--- config.mk ---
export PLATFORM = sky130hd
export DESIGN_NAME = fisn_fmul
export DESIGN_NICKNAME = d
export VERILOG_FILES = /design/src/rtl/core/fisn_pkg.sv /design/src/rtl/core/fisn_fmul.sv
export SDC_FILE = /design/constraint.sdc
export NUM_CORES = 2
export LEC_CHECK = 0
export ABC_AREA = 1
export BUFFER_PORTS_ARGS = -buffer_cell sky130_fd_sc_hd__buf_2
export CAP_MARGIN = 20
export CORE_UTILIZATION = 50
export DETAILED_ROUTE_END_ITERATION = 12
export GPL_TIMING_DRIVEN = 0
export PLACE_DENSITY = 0.68
export SLEW_MARGIN = 0
export SYNTH_ARGS = -nofsm -noshare
export SYNTH_HDL_FRONTEND = slang
export SYNTH_SLANG_ARGS = --single-unit
--- constraint.sdc ---
create_clock -name clk -period 8.7 [get_ports clk]
set_input_delay 0.87 -clock clk [delete_from_list [all_inputs] [get_ports clk]]
set_output_delay 0.87 -clock clk [all_outputs]
set_load 0.05 [all_outputs]
--- src/rtl/core/fisn_pkg.sv ---
`timescale 1ns / 1ps
// ----------------------------------------------------------------------------
// fisn_pkg
// shared types, constants and float helpers for the inverse-sqrt root block
// ----------------------------------------------------------------------------
package fisn_pkg;

	localparam int NEWTON_STEPS = 3;

	localparam logic [31:0] ISR_MAGIC     = 32'h5f375a86;
	localparam logic [31:0] QNAN_DEFAULT  = 32'hffc00000;
	localparam logic [31:0] QUIET_BIT     = 32'h00400000;
	localparam logic signed [11:0] EXP_BIAS = 12'sd127;
	localparam logic [23:0] SMAN_ONE_HALF = 24'hc00000;
	localparam logic [52:0] DMAN_ONE_HALF = 53'h18000000000000;

	// unpacked finite nonzero value: (-1)^sgn * 1.man * 2^exp
	typedef struct packed {
		logic               sgn;
		logic signed [11:0] exp;
		logic [23:0]        man;
	} fisn_num_t;

	// result decided by operand classes alone
	typedef struct packed {
		logic        hit;
		logic [31:0] bits;
	} fisn_spec_t;

	// values that travel with an item along the cell row
	typedef struct packed {
		logic [31:0] num;
		logic [31:0] xhalf;
		logic [31:0] y;
	} fisn_side_t;

	function automatic logic is_nan(input logic [31:0] b);
		return (&b[30:23]) & (|b[22:0]);
	endfunction

	function automatic logic is_inf(input logic [31:0] b);
		return (&b[30:23]) & ~(|b[22:0]);
	endfunction

	function automatic logic is_zero(input logic [31:0] b);
		return ~(|b[30:0]);
	endfunction

	function automatic logic [31:0] quiet(input logic [31:0] b);
		return b | QUIET_BIT;
	endfunction

	function automatic logic [4:0] lzc23(input logic [22:0] v);
		logic [4:0] n;
		logic       found;
		n     = 5'd0;
		found = 1'b0;
		for (int i = 22; i >= 0; i--) begin
			if (!found) begin
				if (v[i]) found = 1'b1;
				else n = n + 5'd1;
			end
		end
		return n;
	endfunction

	function automatic logic [5:0] lzc56(input logic [55:0] v);
		logic [5:0] n;
		logic       found;
		n     = 6'd0;
		found = 1'b0;
		for (int i = 55; i >= 0; i--) begin
			if (!found) begin
				if (v[i]) found = 1'b1;
				else n = n + 6'd1;
			end
		end
		return n;
	endfunction

	// normalize a finite nonzero single, subnormals included
	function automatic fisn_num_t unpack(input logic [31:0] b);
		fisn_num_t  r;
		logic [4:0] lz;
		lz    = lzc23(b[22:0]);
		r.sgn = b[31];
		if (b[30:23] == 8'd0) begin
			r.man = {1'b0, b[22:0]} << (lz + 5'd1);
			r.exp = -12'sd127 - $signed({7'd0, lz});
		end else begin
			r.man = {1'b1, b[22:0]};
			r.exp = $signed({4'd0, b[30:23]}) - EXP_BIAS;
		end
		return r;
	endfunction

	// round 1.m * 2^e to single, nearest even, with subnormals and overflow
	function automatic logic [31:0] round_single(input logic sgn,
		input logic signed [11:0] e, input logic [55:0] m, input logic st);
		logic signed [11:0] be;
		logic [5:0]         sh;
		logic [7:0]         ef;
		logic [111:0]       wide;
		logic [55:0]        ms;
		logic               lost;
		logic               g;
		logic               s;
		logic               rnd;
		logic [30:0]        mag;
		be = e + EXP_BIAS;
		if (be >= 12'sd1) begin
			sh = 6'd0;
			ef = be[7:0];
		end else begin
			ef = 8'd0;
			if (be < -12'sd61) sh = 6'd63;
			else sh = 6'(12'sd1 - be);
		end
		wide = {m, 56'd0} >> sh;
		ms   = wide[111:56];
		lost = |wide[55:0];
		g    = ms[31];
		s    = (|ms[30:0]) | lost | st;
		rnd  = g & (s | ms[32]);
		mag  = {ef, ms[54:32]} + {30'd0, rnd};
		if (be >= 12'sd255) return {sgn, 8'hff, 23'd0};
		return {sgn, mag};
	endfunction

	// single multiply outcome for nan, infinite and zero operands
	function automatic fisn_spec_t mul_special(input logic [31:0] a,
		input logic [31:0] b);
		fisn_spec_t r;
		logic       s;
		s      = a[31] ^ b[31];
		r.hit  = 1'b1;
		r.bits = {s, 31'd0};
		if (is_nan(a)) r.bits = quiet(a);
		else if (is_nan(b)) r.bits = quiet(b);
		else if ((is_inf(a) && is_zero(b)) || (is_zero(a) && is_inf(b)))
			r.bits = QNAN_DEFAULT;
		else if (is_inf(a) || is_inf(b)) r.bits = {s, 8'hff, 23'd0};
		else if (is_zero(a) || is_zero(b)) r.bits = {s, 31'd0};
		else r.hit = 1'b0;
		return r;
	endfunction

endpackage

--- src/rtl/core/fisn_fmul.sv ---
`timescale 1ns / 1ps
// ----------------------------------------------------------------------------
// fisn_fmul
// three-stage single multiply, nearest even, sideband carried alongside
// ----------------------------------------------------------------------------
module fisn_fmul (
	input  logic                   clk,
	input  logic                   arst_n,
	input  logic                   en,
	input  logic                   in_valid,
	input  logic [31:0]            a,
	input  logic [31:0]            b,
	input  fisn_pkg::fisn_side_t   in_side,
	output logic                   out_valid,
	output logic [31:0]            out_bits,
	output fisn_pkg::fisn_side_t   out_side
);

	logic                 valid_s1, valid_s2, valid_s3;
	fisn_pkg::fisn_num_t  an_s1, bn_s1;
	fisn_pkg::fisn_spec_t spec_s1, spec_s2;
	fisn_pkg::fisn_side_t side_s1, side_s2, side_s3;
	logic [47:0]          prod_s2;
	logic                 sgn_s2;
	logic signed [11:0]   exp_s2;
	logic [31:0]          bits_s3;
	logic [55:0]          m_c;
	logic signed [11:0]   e_c;

	// product is in [1,4): one place of normalization at most
	always_comb begin
		if (prod_s2[47]) begin
			m_c = {prod_s2, 8'd0};
			e_c = exp_s2 + 12'sd1;
		end else begin
			m_c = {prod_s2[46:0], 9'd0};
			e_c = exp_s2;
		end
	end

	always_ff @(posedge clk or negedge arst_n) begin
		if (!arst_n) begin
			valid_s1 <= 1'b0;
			valid_s2 <= 1'b0;
			valid_s3 <= 1'b0;
		end else if (en) begin
			valid_s1 <= in_valid;
			valid_s2 <= valid_s1;
			valid_s3 <= valid_s2;
		end
	end

	always_ff @(posedge clk) begin
		if (en) begin
			an_s1   <= fisn_pkg::unpack(a);
			bn_s1   <= fisn_pkg::unpack(b);
			spec_s1 <= fisn_pkg::mul_special(a, b);
			side_s1 <= in_side;

			prod_s2 <= an_s1.man * bn_s1.man;
			sgn_s2  <= an_s1.sgn ^ bn_s1.sgn;
			exp_s2  <= an_s1.exp + bn_s1.exp;
			spec_s2 <= spec_s1;
			side_s2 <= side_s1;

			bits_s3 <= spec_s2.hit ? spec_s2.bits
				: fisn_pkg::round_single(sgn_s2, e_c, m_c, 1'b0);
			side_s3 <= side_s2;
		end
	end

	assign out_valid = valid_s3;
	assign out_bits  = bits_s3;
	assign out_side  = side_s3;

endmodule

==> flow_summary.ini <==
[run]
maxCapViolCount = 0

[min_path]
hp-class = in2async

[timing]
max_freq_mhz = 110.3
slew_headroom_pct = 30.64
rsz0062_at_grt = yes
fin_crit_ps = 9066
final_hold_viol_count = 0
finalMaxSlewViolations = 0
fin_skew_ps = 18.35
period_share_pct = 104.2
worstMarginPinSlew_ps = 1040
setup_violations = 45
worst_slack_ps = -366.3

[placement]
place.gp.congestion = 1.022
placed_cell_area_sq_um = 50690
port_buffers = 292
place_hpwl_microns = 111700

[detailed_routing]
drtPass1Iterations = 8
final_antenna_net_count = 0
wl_per_cell_microns = 19.46
dr.first_iter.drc_count = 3298
drc = 0
drt_wl_total_microns = 141700
avgViaCountPerCell = 5.343
vias = 38890

[cts]
cts-hold-fix-buffers = 0
cts_buffers = 51
cts.htree.levels = 2
cts.sinks = 518
clk_path_buf_depth = 3
cts_tree = yes
clk_pin_slew_worst_paths_ps = 60
clkLatencyLatePin_ps = 610
root_buffer = clkbuf_16

[critical_path]
cp_common_cell = nand2_1
crit_slowest_cell = xor2_4
worstPathRequired_ps = 9130
crit_path_end_kind = flop
crit_path_max_fanout = 6
max_stage_delay_ps = 330
start_kind = primary input
worstSetupPathType = in2reg
arrival_ps = 9500

[synthesis]
syn_avg_cell_area_sq_um = 8.623
syn-num-nets = 6359
ys_types = 70
synth.ff_latch_count = 518
synth_area_leaders = edfxtp_1 33%, fa_1 20%, nand2_1 12%
netlist_area_sq_um = 47210
yosysTopAreaCell = edfxtp_1
synth_top_area_share_pct = 32.76
syn_inst = 5475
yosysSeqAreaShare_pct = 32.92
ys.warnings.count = 0

[global_route]
track_usage_pct = 29.32
grt_overflow = 0
grt_antenna_before_repair = 3
grt_max_degree = 133
grt_pass1_wl_microns = 212500
first_global_vias = 37600

[floorplan]
die_h_microns = 309.3
io_pins = 293
num_rows = 112
die_w_microns = 309.3
dieArea_sq_um = 95660
coreArea_sq_um = 93470
start_util_pct = 50.51

[finish]
fin_area_sq_um = 56000
fillers = 8148
area.growth.synth_to_final_pct = 18.62
multiInputGateArea_sq_um = 28800
num-nets-final = 6866
drive_gt1_share_pct = 19.34
seqCellArea_sq_um = 15540

[status]
status = complete, but fails checks
violations = setup timing
stage by stage:
step	hold slack, ps	instances	utilization (%)	setup WS, ps	setup TNS (ps)
floorplan	400.3	5475	-	-279.5	-7996
global placement	400.2	7021	54.11	-1680	-441680
detailed placement	404.5	7025	54.23	-1816	-83240
CTS	23.44	7219	57.97	-286.6	-5867
global route	33.42	7277	59.91	-943.6	-37130
finish	59.26	7279	59.91	-366.3	-10870
worst max-delay path: cells and delay by family:
kind	cells	cell delay [ps]
fa+ha+maj	12	2870
simple gates	33	2490
compound gates	16	1940
buf+inv	13	990
xor+xnor	1	330
sequential cells by signal, summed over array words and instances, names as in the netlist:
name,flops
prod_s2,48
exp_s2,12
side_s1,96
side_s2,96
out_bits,32
valid_s2,1
an_s1,34
bn_s1,34
out_valid,1
valid_s1,1
sgn_s2,1
out_side,96
spec_s2,33
spec_s1,33
what timing repair did:
action | CTS | global route
buffers inserted | 94 | 60
pin swaps | 148 | 197
resized for setup | 242 | 419
endpoints found under the setup margin | 60 | 65
gates cloned | 7 | 2
Yosys cell counts (all sizes together):
master,number
dlygate4sd3,1
and3,5
a21o,2
o22ai,34
or2,46
clkinv,4
and2,5
mux2,1
o21ai,336
nor4,11
inv,1099
a31oi,4
a41oi,2
nor3,36
o211ai,14
ha,237
a221oi,3
xor2,78
mux2i,42
o21bai,4
a21oi,97
dfrtp,3
a211oi,2
a22o,1
nand3b,12
nor3b,2
xnor2,34
buf,43
nor2,229
dlygate4sd1,1
a32o,4
nand4,38
o21a,3
nor4b,1
a21boi,1
nand3,306
clkbuf,137
nand2,1588
o31ai,7
edfxtp,515
o221ai,2
o2111ai,2
fa,483
placed cells by master (no fill, tap or decap), types with 83 or more instances in the layout:
cell type	count
inv_1	1032
buf_2	301
nand3_1	200
o21ai_0	233
a21oi_1	85
buf_4	125
edfxtp_1	515
clkbuf_1	83
nand2_2	110
nor2_1	178
ha_1	215
nand3_2	86
fa_1	483
nand2_1	1434
path summary, 6_finish.rpt:
check	from	to	slack, ps	cells past startpoint
setup / recovery	b[21]	bn_s1[10]$_DFFE_PP_	-370	75
hold / removal	arst_n	valid_s2$_DFFE_PN0P_	60	1
setup reg to reg	bn_s1[13]$_DFFE_PP_	prod_s2[46]$_DFFE_PP_	350	34
hold reg to reg	side_s1[57]$_DFFE_PP_	side_s2[57]$_DFFE_PP_	410	0
max in group asynchronous	arst_n	valid_s1$_DFFE_PN0P_	8530	1
min in group clk	side_s1[57]$_DFFE_PP_	side_s2[57]$_DFFE_PP_	410	0
layout make-up:
| cell class | instances | share of cell area, % |
|---|---|---|
| Clock buffer | 63 | 2.451 |
| Buffer | 181 | 1.790 |
| Sequential cell | 518 | 27.75 |
| Inverter | 1103 | 7.565 |
| Tap cell | 1254 | 2.802 |
| Timing Repair Buffer | 455 | 5.548 |
| Multi-Input combinational cell | 3672 | 51.44 |
| Clock inverter | 31 | 0.6502 |
| Antenna cell | 2 | 0.008937 |
metal layers:
layer	wire length (microns)	up-vias	global-route usage [%]
li1	-	18190	-
met1	57430	18630	38.58
met2	64680	1726	47.54
met3	12960	355	5.485
met4	6604	0	12.39
met5	0	-	0
kinds of logic after synthesis:
group / share of synthesized area [%]
AO/OA/AOI/OAI: 5.960
adder cells (fa/ha/maj): 26.76
multiplexers: 0.9143
flip-flops: 32.92
AND/OR/NAND/NOR: 20.77
buffers and inverters: 10.53
XOR/XNOR: 2.149
Power is left out: the tool's default activity adds up to more than one toggle a clock period on the data nets, which glitch-free logic cannot reach.
