<file path="src/rtl/core/fisn_pkg.sv">
`timescale 1ns / 1ps
// ----------------------------------------------------------------------------
// fisn_pkg
// shared types, constants and float helpers for the inverse-sqrt root block
// ----------------------------------------------------------------------------
package fisn_pkg;

	localparam int NEWTON_STEPS = 3;

	localparam logic [31:0] ISR_MAGIC     = 32'h5f375a86;
	localparam logic [31:0] QNAN_DEFAULT  = 32'hffc00000;
	localparam logic [31:0] QUIET_BIT     = 32'h00400000;
	localparam logic signed [11:0] EXP_BIAS = 12'sd127;
	localparam logic [23:0] SMAN_ONE_HALF = 24'hc00000;
	localparam logic [52:0] DMAN_ONE_HALF = 53'h18000000000000;

	// unpacked finite nonzero value: (-1)^sgn * 1.man * 2^exp
	typedef struct packed {
		logic               sgn;
		logic signed [11:0] exp;
		logic [23:0]        man;
	} fisn_num_t;

	// result decided by operand classes alone
	typedef struct packed {
		logic        hit;
		logic [31:0] bits;
	} fisn_spec_t;

	// values that travel with an item along the cell row
	typedef struct packed {
		logic [31:0] num;
		logic [31:0] xhalf;
		logic [31:0] y;
	} fisn_side_t;

	function automatic logic is_nan(input logic [31:0] b);
		return (&b[30:23]) & (|b[22:0]);
	endfunction

	function automatic logic is_inf(input logic [31:0] b);
		return (&b[30:23]) & ~(|b[22:0]);
	endfunction

	function automatic logic is_zero(input logic [31:0] b);
		return ~(|b[30:0]);
	endfunction

	function automatic logic [31:0] quiet(input logic [31:0] b);
		return b | QUIET_BIT;
	endfunction

	function automatic logic [4:0] lzc23(input logic [22:0] v);
		logic [4:0] n;
		logic       found;
		n     = 5'd0;
		found = 1'b0;
		for (int i = 22; i >= 0; i--) begin
			if (!found) begin
				if (v[i]) found = 1'b1;
				else n = n + 5'd1;
			end
		end
		return n;
	endfunction

	function automatic logic [5:0] lzc56(input logic [55:0] v);
		logic [5:0] n;
		logic       found;
		n     = 6'd0;
		found = 1'b0;
		for (int i = 55; i >= 0; i--) begin
			if (!found) begin
				if (v[i]) found = 1'b1;
				else n = n + 6'd1;
			end
		end
		return n;
	endfunction

	// normalize a finite nonzero single, subnormals included
	function automatic fisn_num_t unpack(input logic [31:0] b);
		fisn_num_t  r;
		logic [4:0] lz;
		lz    = lzc23(b[22:0]);
		r.sgn = b[31];
		if (b[30:23] == 8'd0) begin
			r.man = {1'b0, b[22:0]} << (lz + 5'd1);
			r.exp = -12'sd127 - $signed({7'd0, lz});
		end else begin
			r.man = {1'b1, b[22:0]};
			r.exp = $signed({4'd0, b[30:23]}) - EXP_BIAS;
		end
		return r;
	endfunction

	// round 1.m * 2^e to single, nearest even, with subnormals and overflow
	function automatic logic [31:0] round_single(input logic sgn,
		input logic signed [11:0] e, input logic [55:0] m, input logic st);
		logic signed [11:0] be;
		logic [5:0]         sh;
		logic [7:0]         ef;
		logic [111:0]       wide;
		logic [55:0]        ms;
		logic               lost;
		logic               g;
		logic               s;
		logic               rnd;
		logic [30:0]        mag;
		be = e + EXP_BIAS;
		if (be >= 12'sd1) begin
			sh = 6'd0;
			ef = be[7:0];
		end else begin
			ef = 8'd0;
			if (be < -12'sd61) sh = 6'd63;
			else sh = 6'(12'sd1 - be);
		end
		wide = {m, 56'd0} >> sh;
		ms   = wide[111:56];
		lost = |wide[55:0];
		g    = ms[31];
		s    = (|ms[30:0]) | lost | st;
		rnd  = g & (s | ms[32]);
		mag  = {ef, ms[54:32]} + {30'd0, rnd};
		if (be >= 12'sd255) return {sgn, 8'hff, 23'd0};
		return {sgn, mag};
	endfunction

	// single multiply outcome for nan, infinite and zero operands
	function automatic fisn_spec_t mul_special(input logic [31:0] a,
		input logic [31:0] b);
		fisn_spec_t r;
		logic       s;
		s      = a[31] ^ b[31];
		r.hit  = 1'b1;
		r.bits = {s, 31'd0};
		if (is_nan(a)) r.bits = quiet(a);
		else if (is_nan(b)) r.bits = quiet(b);
		else if ((is_inf(a) && is_zero(b)) || (is_zero(a) && is_inf(b)))
			r.bits = QNAN_DEFAULT;
		else if (is_inf(a) || is_inf(b)) r.bits = {s, 8'hff, 23'd0};
		else if (is_zero(a) || is_zero(b)) r.bits = {s, 31'd0};
		else r.hit = 1'b0;
		return r;
	endfunction

endpackage

</file>
<file path="src/rtl/core/fisn_seed.sv">
`timescale 1ns / 1ps
// ----------------------------------------------------------------------------
// fisn_seed
// halves the operand and forms the magic-constant reciprocal root estimate
// ----------------------------------------------------------------------------
module fisn_seed (
	input  logic                   clk,
	input  logic                   arst_n,
	input  logic                   en,
	input  logic                   in_valid,
	input  logic [31:0]            operand,
	output logic                   out_valid,
	output fisn_pkg::fisn_side_t   out_side
);

	fisn_pkg::fisn_num_t  n;
	fisn_pkg::fisn_side_t side_c;
	fisn_pkg::fisn_side_t side_s1;
	logic                 valid_s1;

	always_comb begin
		n            = fisn_pkg::unpack(operand);
		side_c.num   = operand;
		side_c.y     = fisn_pkg::ISR_MAGIC - {operand[31], operand[31:1]};
		if (fisn_pkg::is_nan(operand)) side_c.xhalf = fisn_pkg::quiet(operand);
		else if (fisn_pkg::is_inf(operand) || fisn_pkg::is_zero(operand))
			side_c.xhalf = operand;
		else
			side_c.xhalf = fisn_pkg::round_single(n.sgn, n.exp - 12'sd1,
				{n.man, 32'd0}, 1'b0);
	end

	always_ff @(posedge clk or negedge arst_n) begin
		if (!arst_n) valid_s1 <= 1'b0;
		else if (en) valid_s1 <= in_valid;
	end

	always_ff @(posedge clk) begin
		if (en) side_s1 <= side_c;
	end

	assign out_valid = valid_s1;
	assign out_side  = side_s1;

endmodule

</file>
<file path="config.mk">
export PLATFORM = sky130hd
export DESIGN_NAME = fisn_seed
export DESIGN_NICKNAME = d
export VERILOG_FILES = /design/src/rtl/core/fisn_pkg.sv /design/src/rtl/core/fisn_seed.sv
export SDC_FILE = /design/constraint.sdc
export NUM_CORES = 1
export LEC_CHECK = 0
export BUFFER_PORTS_ARGS = -buffer_cell sky130_fd_sc_hd__buf_2
export CORE_MARGIN = 2
export CORE_UTILIZATION = 25
export DETAILED_ROUTE_END_ITERATION = 16
export HOLD_SLACK_MARGIN = 0.02
export SYNTH_ARGS = -nofsm -noshare
export SYNTH_HDL_FRONTEND = slang
export SYNTH_SLANG_ARGS = --single-unit
</file>
<file path="constraint.sdc">
create_clock -name clk -period 2.05 [get_ports clk]
set_input_delay 0.205 -clock clk [delete_from_list [all_inputs] [get_ports clk]]
set_output_delay 0.205 -clock clk [all_outputs]
set_load 0.005 [all_outputs]
</file>
==> reports/qor.yml, run 1 <==
floorplanning:
  die_w_um: 225
  die_area_um2: 50600
  rows: 80
  io_pins: 133
  start_util: 0.254
  die_y_um: 225
  core_um2: 47900
global_routing:
  grt_max_degree: 34
  grt_pass1_vias: 15798
  grtUsageTotal: 0.231
  grt_pass1_wl_um: 91300
  antenna_found_initial: 0
  grt_overflow: 0
layout:
  insertedDiodeCount: 0
  fin_util: 0.454
  fin_nets: 2431
  area_growth_pct: 78.3
  layout-drive-gt1-share: 0.527
  fillers: 4528
logic_synthesis:
  syn_inst: 1542
  avgSynthCellArea_um2: 7.91
  ys_async_sr_fraction: 0.0105
  synth_xor_area_frac: 0.0791
  synth_top_cell_area_share: 0.231
  synth_mux_area_frac: 0.0721
  synth_ff_type: "edfxtp_1"
  ys_seq_elements: 95
  ys_warn_count: 0
  synth_top_family_by_area: "compound AO/OA/AOI/OAI gates"
  synth_compound_area_frac: 0.268
  syn-cell-area_um2: 12200
  synth.most_common_cell: "nand2_1"
  synthAdderAreaFrac: 0.0324
  synthSimpleGateAreaFrac: 0.259
  yosys.area.top_type: "edfxtp_1"
  yosysSeqAreaShare: 0.233
  synth.area.top_cells: "edfxtp_1 23%, mux2i_1 5.8%, xnor2_1 4.8%"
  synth_edf_count: 94
  yosysUniqueCellTypes: 107
  synth_nets: 1608
  synth_common_cells: "156 x nand2_1, 113 x nor2_1, 95 x a21oi_1, 94 x edfxtp_1, 77 x clkbuf_1"
min_path:
  hp-class: "in -> reg"
routing:
  routedWlPerCell_um: 20.4
  drt_iter0_markers: 1545
  vias_per_cell: 5.42
  dr_wl_met2_um: 27600
  drc: 0
  firstDrtPassIters: 6
  wl_met1_um: 26800
  ant_nets: 0
  wirelength_um: 60900
  dr_total_vias: 16185
  met3WireLength_um: 3680
  top_layer: "met4"
sta:
  worst_pin_slew_ps: 887
  fin_skew_ps: 0
  min_period_ps: 14810
  fin_crit_sh: 7.23
  final_max_slew_viol_count: 0
  finalSetupViolations: 44
  fin_ws_ps: -12760
  setup_tns_ps: -387980
  finalHoldViolCount: 0
  fmax_mhz: 67.5
  rsz0062_at_grt: "yes"
  max_slew_margin: 0.403
cts:
  cts_max_level: 3
  cts.root.buffer_cell: "clkbuf_16"
  cts-buffers-inserted: 9
  cts_tree: "yes"
  cts.reportedPaths.clkPinSlew_ps: 70
  clk_path_buf_depth: 2
  clock-sinks: 95
  clk_latency_ps: 380
place:
  pre_cts_ws_ps: -13480
  globalplace.congestion: 0.958
  hpwlAfterDp_um: 46600
  port_buffers: 132
run_status:
  status: "finished with violations"
  violations: "setup timing"
worst_setup_path:
  ff2ff_setup_slack_ps: 1300
  cp_common_cell: "buf_4"
  worstPathMaxFanout: 6
  critPathSlowestCell: "or4_4"
  startpoint_type: "input pin"
  endpoint_kind: "flip-flop"
  cp.required_ps: 2240
  path_class: "in -> reg"
  slowest_delay_ps: 550
  cp_data_arrival_time_ps: 15000
power:
  max-vdd-ir-drop_mv: 0.550
  leakage_uw: 0.00934
  total_power_uw: 9430
  p_per_area_nw_per_um2: 434
job:
  max_cap_viol_count: 0
## flip-flops by register name, summed over array words and instances (netlist names)
| register | cells |
|---|---|
| out_side | 94 |
| out_valid | 1 |
## kinds of logic after synthesis
logic type	Yosys count
xor gates and xnor gates	100
DFF	95
AOI/OAI and AO/OA	472
muxes	84
and+or+nand+nor	599
adders and majority gates	32
buffers and inverters	160
## stage by stage
| stage | instances | instance area [µm²] | hold slack (ps) |
|---|---|---|---|
| 2_1_floorplan | 1542 | 12800 | -90.6 |
| 5_1_grt | 2985 | 21800 | 37.1 |
| 6_report | 2985 | 21800 | 42.2 |
| 4_1_cts | 2950 | 20900 | 27.8 |
| 3_5_place_dp | 2832 | 18700 | -5.98 |
| 3_3_place_gp | 2832 | 18700 | -7.51 |
## cell usage in the layout, fill, tap and decap left out, drive strengths merged, types with 10 or more instances in the layout
master / n
o211ai: 21
a31oi: 27
nor4: 37
clkbuf: 12
a21boi: 19
and2: 19
buf: 920
a211oi: 26
or4: 15
o21ai: 89
o22ai: 24
a21oi: 97
o2111ai: 13
nand2: 156
inv: 49
nor3: 56
xnor2: 68
nand2b: 22
a21o: 12
a22oi: 12
edfxtp: 94
o21a: 13
nor2b: 16
or2: 13
nand3: 51
nor2: 117
mux2i: 72
ha: 30
mux2: 11
xor2: 28
o31ai: 15
nand4: 17
or3: 21
o32ai: 10
and3: 22
## path summary, 6_finish.rpt
path | end | depth (start not counted) | startpoint
min reg2reg | out_valid$_DFFE_PN0P_ | 1 | out_valid$_DFFE_PN0P_
min in group asynchronous | out_valid$_DFFE_PN0P_ | 2 | arst_n
max in group asynchronous | out_valid$_DFFE_PN0P_ | 2 | arst_n
max reg2reg | out_valid$_DFFE_PN0P_ | 1 | out_valid$_DFFE_PN0P_
max | out_side[56]$_DFFE_PP_ | 82 | operand[20]
min | out_side[95]$_DFFE_PP_ | 1 | operand[31]
## repair_timing
action / CTS / global route
hold endpoints to repair: 1 / 0
pin swaps: 106 / 79
resized for setup: 251 / 110
setup buffers: 101 / 46
setup endpoints to repair: 48 / 47
gates cloned: 3 / 0
hold buffers: 1 / 0
## report_power, final
group / switching (µW) / internal (µW) / leakage [µW]
combinational: 2670 / 2590 / 0.00829
clock: 906 / 833 / 0.000126
sequential: 50.6 / 2380 / 0.000927
## area by class of cell
class | count | area (µm²) | area share
multi-input cells | 1289 | 10500 | 0.485
repair buffers | 923 | 7140 | 0.328
flip-flops and latches | 95 | 2850 | 0.131
well taps | 615 | 769 | 0.0354
clock buffers | 10 | 229 | 0.0105
inverters | 47 | 179 | 0.00822
clock inverters | 6 | 45.0 | 0.00207
## routing by layer
metal  global-route usage  vias up
li1                     -     7559
met1                0.308     7873
met2                0.371      634
met3               0.0278      119
met4                0.111        0
met5                    0        -
## worst max-delay path: cells and delay by family
kind	cells	cell delay [ps]
compound gates	21	4050
xor+xnor	5	760
fa+ha+maj	12	2920
buf+inv	20	2420
mux	6	1360
simple gates	18	3230
Note: power is estimated with default switching activity, not from simulation.
==> inputs of run 2 (changes only) <==
--- a/config.mk
+++ b/config.mk
@@ -9,6 +9,7 @@
 export CORE_MARGIN = 2
 export CORE_UTILIZATION = 25
 export DETAILED_ROUTE_END_ITERATION = 16
+export GPL_TIMING_DRIVEN = 1
 export HOLD_SLACK_MARGIN = 0.02
 export SYNTH_ARGS = -nofsm -noshare
 export SYNTH_HDL_FRONTEND = slang
==> constraint.sdc (replaced) <==
create_clock -name clk -period 15.95 [get_ports clk]
set_input_delay 1.595 -clock clk [delete_from_list [all_inputs] [get_ports clk]]
set_output_delay 1.595 -clock clk [all_outputs]
set_load 0.005 [all_outputs]
==> reports/qor.yml, run 2 (synthesis gave the netlist of run 1 again) <==
sta:
  fin_skew_ps: 0
  worst_pin_slew_ps: 933
  fin_ws_ps: -392
  final_max_slew_viol_count: 0
  fmax_mhz: 61.2
  max_slew_margin: 0.373
  finalHoldViolCount: 0
  finalSetupViolations: 26
  rsz0062_at_grt: "yes"
  fin_crit_sh: 1.02
  min_period_ps: 16340
run_status:
  status: "finished with violations"
  violations: "setup timing"
cts:
  cts.reportedPaths.clkPinSlew_ps: 80
  clk_path_buf_depth: 2
  cts-buffers-inserted: 9
  cts.root.buffer_cell: "clkbuf_16"
  clock-sinks: 95
  clk_latency_ps: 360
  cts_max_level: 3
  cts_tree: "yes"
place:
  port_buffers: 132
  dp.cells: 2600
  hpwlAfterDp_um: 42600
  globalplace.congestion: 0.990
floorplanning:
  io_pins: 133
  die_area_um2: 50600
  rows: 80
  start_util: 0.254
  die_w_um: 225
  die_y_um: 225
  core_um2: 47900
routing:
  drc: 0
  routedWlPerCell_um: 20.6
  wirelength_um: 55800
  firstDrtPassIters: 5
  dr_total_vias: 15177
  ant_nets: 0
  vias_per_cell: 5.59
  drt_iter0_markers: 1469
min_path:
  hp-class: "reg -> reg"
worst_setup_path:
  critPathSlowestCell: "or4_4"
  slowest_delay_ps: 590
  path_class: "in -> reg"
  cp.required_ps: 16160
  cp_common_cell: "buf_4"
  cp_data_arrival_time_ps: 16550
  endpoint_kind: "flip-flop"
  startpoint_type: "input pin"
  worstPathMaxFanout: 9
power:
  max-vdd-ir-drop_mv: 0.0466
  p_per_area_nw_per_um2: 59.4
  leakage_uw: 0.00770
layout:
  most-common-layout-cells: "491 x buf_4, 150 x nand2_1, 130 x buf_2"
  largest_register_ffs: 94
  multiInputGateArea_um2: 9840
  fin_util: 0.392
  seq_area_um2: 2850
  final_common_cell: "buf_4"
  fillers: 4751
  layout-drive-gt1-share: 0.423
  fin_nets: 2162
  insertedDiodeCount: 0
  area_growth_pct: 54.0
  layoutNonFillerInstCount: 2716
global_routing:
  grt_max_degree: 65
  grt_pass1_wl_um: 84000
  antenna_found_initial: 1
  grtUsageTotal: 0.212
  grt_pass1_vias: 14183
  grt_overflow: 0
job:
  max_cap_viol_count: 0
[run 2: cell types whose count changed in the layout (fill, tap and decap cells not counted), sizes merged]
cell | previous run | this run
buf | 920 | 656
clkbuf | 12 | 9
clkinvlp | 3 | 2
dlygate4sd3 | 1 | 0
inv | 49 | 51
nand2b | 22 | 21
o211a | 4 | 3
[run 2: path summary, 6_finish.rpt]
check | to | startpoint | cells past startpoint | slack, ps
worst max-delay path | out_side[50]$_DFFE_PP_ | operand[21] | 88 | -390
worst min-delay path | out_valid$_DFFE_PN0P_ | out_valid$_DFFE_PN0P_ | 1 | 500
worst max register to register | out_valid$_DFFE_PN0P_ | out_valid$_DFFE_PN0P_ | 1 | 15220
worst min register to register | out_valid$_DFFE_PN0P_ | out_valid$_DFFE_PN0P_ | 1 | 500
max in group asynchronous | out_valid$_DFFE_PN0P_ | arst_n | 1 | 14860
min in group asynchronous | out_valid$_DFFE_PN0P_ | arst_n | 1 | 1000
[run 2: critical path: cells and delay by family]
family,cells,cell delay (ps)
buffers and inverters,47,5900
AO/OA/AOI/OAI,14,2730
AND/OR/NAND/NOR,12,2720
adder cells (fa/ha/maj),6,1420
XOR/XNOR,6,1310
multiplexers,3,780
[run 2: timing repair]
item / CTS / global route
setup buffers: 57 / 41
pin swaps: 32 / 75
setup endpoints to repair: 28 / 28
hold buffers: 0 / 0
resized for setup: 49 / 157
cloned: 2 / 2
[run 2: where the power goes]
| group | switching (µW) | internal [µW] |
|---|---|---|
| Clock | 112 | 111 |
| Combinational | 311 | 269 |
| Sequential | 6.58 | 306 |
[run 2: stage by stage]
| stage | setup WS, ps | cell area, µm² | total power, µW | hold WS (ps) | TNS [ps] |
|---|---|---|---|---|---|
| 5_1_grt | -868 | 18800 | 1170 | 536 | -18620 |
| 6_report | -392 | 18800 | 1120 | 502 | -6310 |
| 3_3_place_gp | -677 | 16700 | 823 | 489 | -13810 |
| 2_1_floorplan | -262 | 12600 | 570 | 505 | -1160 |
| 3_5_place_dp | -1060 | 16700 | 821 | 491 | -23120 |
| 4_1_cts | 12.9 | 17700 | 1070 | 506 | 0 |
[run 2: cell type report]
type                    count  share of cell area
clock buffers               9              0.0120
clock inverters             7             0.00380
inverters                  47             0.00952
multi-input cells        1287               0.524
flip-flops and latches     95               0.152
well taps                 615              0.0410
repair buffers            656               0.259
[run 2: per-layer routing]
layer / GRT usage / part of all wire / wire [µm]
met1: 0.283 / 0.43 / 24100
met2: 0.346 / 0.46 / 25500
met3: 0.0292 / 0.073 / 4100
met4: 0.0872 / 0.039 / 2150
met5: 0 / 0.00013 / 7
==> inputs of run 3 (changes only) <==
--- a/config.mk
+++ b/config.mk
@@ -7,10 +7,11 @@
 export LEC_CHECK = 0
 export BUFFER_PORTS_ARGS = -buffer_cell sky130_fd_sc_hd__buf_2
 export CORE_MARGIN = 2
-export CORE_UTILIZATION = 25
+export CORE_UTILIZATION = 45
 export DETAILED_ROUTE_END_ITERATION = 16
 export GPL_TIMING_DRIVEN = 1
 export HOLD_SLACK_MARGIN = 0.02
+export PLACE_DENSITY_LB_ADDON = 0.25
 export SYNTH_ARGS = -nofsm -noshare
 export SYNTH_HDL_FRONTEND = slang
 export SYNTH_SLANG_ARGS = --single-unit
==> reports/qor.yml, run 3 (synthesis gave the netlist of run 1 again) <==
power:
  p_seq_frac: 0.274
  p_int_uw: 704
  sw_frac_of_total: 0.384
  combPwrFrac: 0.529
  p_sw_uw: 439
  max-vdd-ir-drop_mv: 0.0440
  leakage_uw: 0.00776
  pwr-share-clk: 0.198
  p_per_area_nw_per_um2: 60.8
sta:
  final_max_slew_viol_count: 0
  whs_ps: 516
  fmax_mhz: 60.8
  max_slew_margin: 0.303
  fin_skew_ps: 0
  fin_ws_ps: -489
  finalHoldViolCount: 0
  fin_crit_sh: 1.03
  rsz0062_at_grt: "yes"
  min_period_ps: 16440
  finalSetupViolations: 25
  worst_pin_slew_ps: 1040
worst_setup_path:
  cp_common_cell: "buf_4"
  ff2ff_setup_slack_ps: 15210
  critPathLaunch: "operand[21]"
  cp.required_ps: 16040
  critPathSlowestCell: "or4_4"
  r2r_cells: 1
  endpoint_kind: "flip-flop"
  cp_data_arrival_time_ps: 16530
  startpoint_type: "input pin"
  slowest_delay_ps: 600
  worstReg2RegEnd: "out_valid$_DFFE_PN0P_"
  crit_end: "out_side[47]$_DFFE_PP_"
  path_class: "in -> reg"
  worstPathMaxFanout: 5
  reg2reg_from: "out_valid$_DFFE_PN0P_"
floorplanning:
  rows: 60
  die_w_um: 169
  io_pins: 133
  die_area_um2: 28400
  core_um2: 26800
  die_y_um: 169
  start_util: 0.455
layout:
  final_common_cell: "buf_4"
  fin_nets: 2157
  final_area_um2: 18800
  fin_util: 0.701
  largest_register_ffs: 94
  insertedDiodeCount: 0
  layoutNonFillerInstCount: 2437
  fillers: 2089
  most-common-layout-cells: "481 x buf_4, 147 x nand2_1, 131 x buf_2"
  layout-drive-gt1-share: 0.447
  area_growth_pct: 54.0
routing:
  dr_total_vias: 15614
  wirelength_um: 56500
  ant_nets: 0
  routedWlPerCell_um: 23.2
  drc: 0
  drt_iter0_markers: 2104
  vias_per_cell: 6.41
  firstDrtPassIters: 5
cts:
  cts_tree: "yes"
  clk_path_buf_depth: 2
  clock-sinks: 95
  cts-buffers-inserted: 9
  clk_latency_ps: 360
  cts_max_level: 3
  cts.root.buffer_cell: "clkbuf_16"
  cts_hold_buf: 0
  cts.reportedPaths.clkPinSlew_ps: 70
place:
  placed_area_um2: 16100
  hpwlAfterDp_um: 40500
  port_buffers: 132
  globalplace.congestion: 1.00
  dp.cells: 2291
run_status:
  status: "finished with violations"
  violations: "setup timing"
global_routing:
  grt_overflow: 0
  grt_pass1_vias: 14302
  grt_max_degree: 80
  grt_pass1_wl_um: 81700
  antenna_found_initial: 0
  grtUsageTotal: 0.367
min_path:
  hp-class: "reg -> reg"
job:
  max_cap_viol_count: 0
-- run 3: cell count changes in the layout (fill, tap and decap cells not counted), moves of 5 or more --
cell	change
nor3_1	-5
buf_4	-10
nor2_2	+5
nor2_1	-5
buf_6	+6
a21oi_1	-8
nor3_2	+6
-- run 3: cell type report --
class	instances	area, µm²	share of cell area
clock inverters	5	57.6	0.00306
inverters	47	181	0.00965
repair buffers	650	4780	0.255
flip-flops and latches	95	2850	0.152
well taps	341	427	0.0227
multi-input cells	1288	10300	0.546
clock buffers	11	233	0.0124
-- run 3: critical path, delay by kind of cell --
| kind | cells | cell delay [ps] |
|---|---|---|
| compound gates | 13 | 2300 |
| mux | 4 | 1110 |
| fa+ha+maj | 4 | 1080 |
| xor+xnor | 7 | 1890 |
| simple gates | 10 | 2530 |
| buf+inv | 47 | 6010 |
-- run 3: per-stage QoR --
stage | power, µW | worst slack, ps | TNS (ps)
finish | 1140 | -489 | -6840
global route | 1190 | -1020 | -21200
CTS | 1050 | 18.1 | 0
detailed placement | 801 | -1010 | -23290
global placement | 799 | -847 | -17630
floorplan | 570 | -262 | -1160
-- run 3: per-layer routing --
| metal | part of all wire | vias up | track usage |
|---|---|---|---|
| li1 | - | 7011 | - |
| met1 | 0.41 | 7379 | 0.507 |
| met2 | 0.44 | 1032 | 0.562 |
| met3 | 0.10 | 192 | 0.0650 |
| met4 | 0.045 | 0 | 0.164 |
| met5 | 0 | - | 0 |
-- run 3: worst min path at each step --
stage                            end  depth (start not counted)  slack (ps)                  start
2_1_floorplan  out_valid$_DFFE_PN0P_                          1         510  out_valid$_DFFE_PN0P_
6_report       out_valid$_DFFE_PN0P_                          1         520  out_valid$_DFFE_PN0P_
4_1_cts        out_valid$_DFFE_PN0P_                          1         520  out_valid$_DFFE_PN0P_
5_1_grt        out_valid$_DFFE_PN0P_                          1         530  out_valid$_DFFE_PN0P_
3_3_place_gp   out_valid$_DFFE_PN0P_                          1         490  out_valid$_DFFE_PN0P_
3_5_place_dp   out_valid$_DFFE_PN0P_                          1         500  out_valid$_DFFE_PN0P_
-- run 3: repair_timing --
item | in CTS | in global routing
cloned | 2 | 2
endpoints found under the setup margin | 28 | 28
buffers inserted | 66 | 65
hold endpoints to repair | 0 | 0
gates resized for setup | 49 | 237
pin swaps | 21 | 107
-- run 3: power groups by stage --
stage / sequential [µW] / combinational, µW / clock (µW)
final: 313 / 604 / 226
after global routing: 315 / 637 / 235
after CTS: 313 / 511 / 226
after detailed placement: 318 / 483 / 0
after global placement: 318 / 481 / 0
after floorplan: 322 / 248 / 0
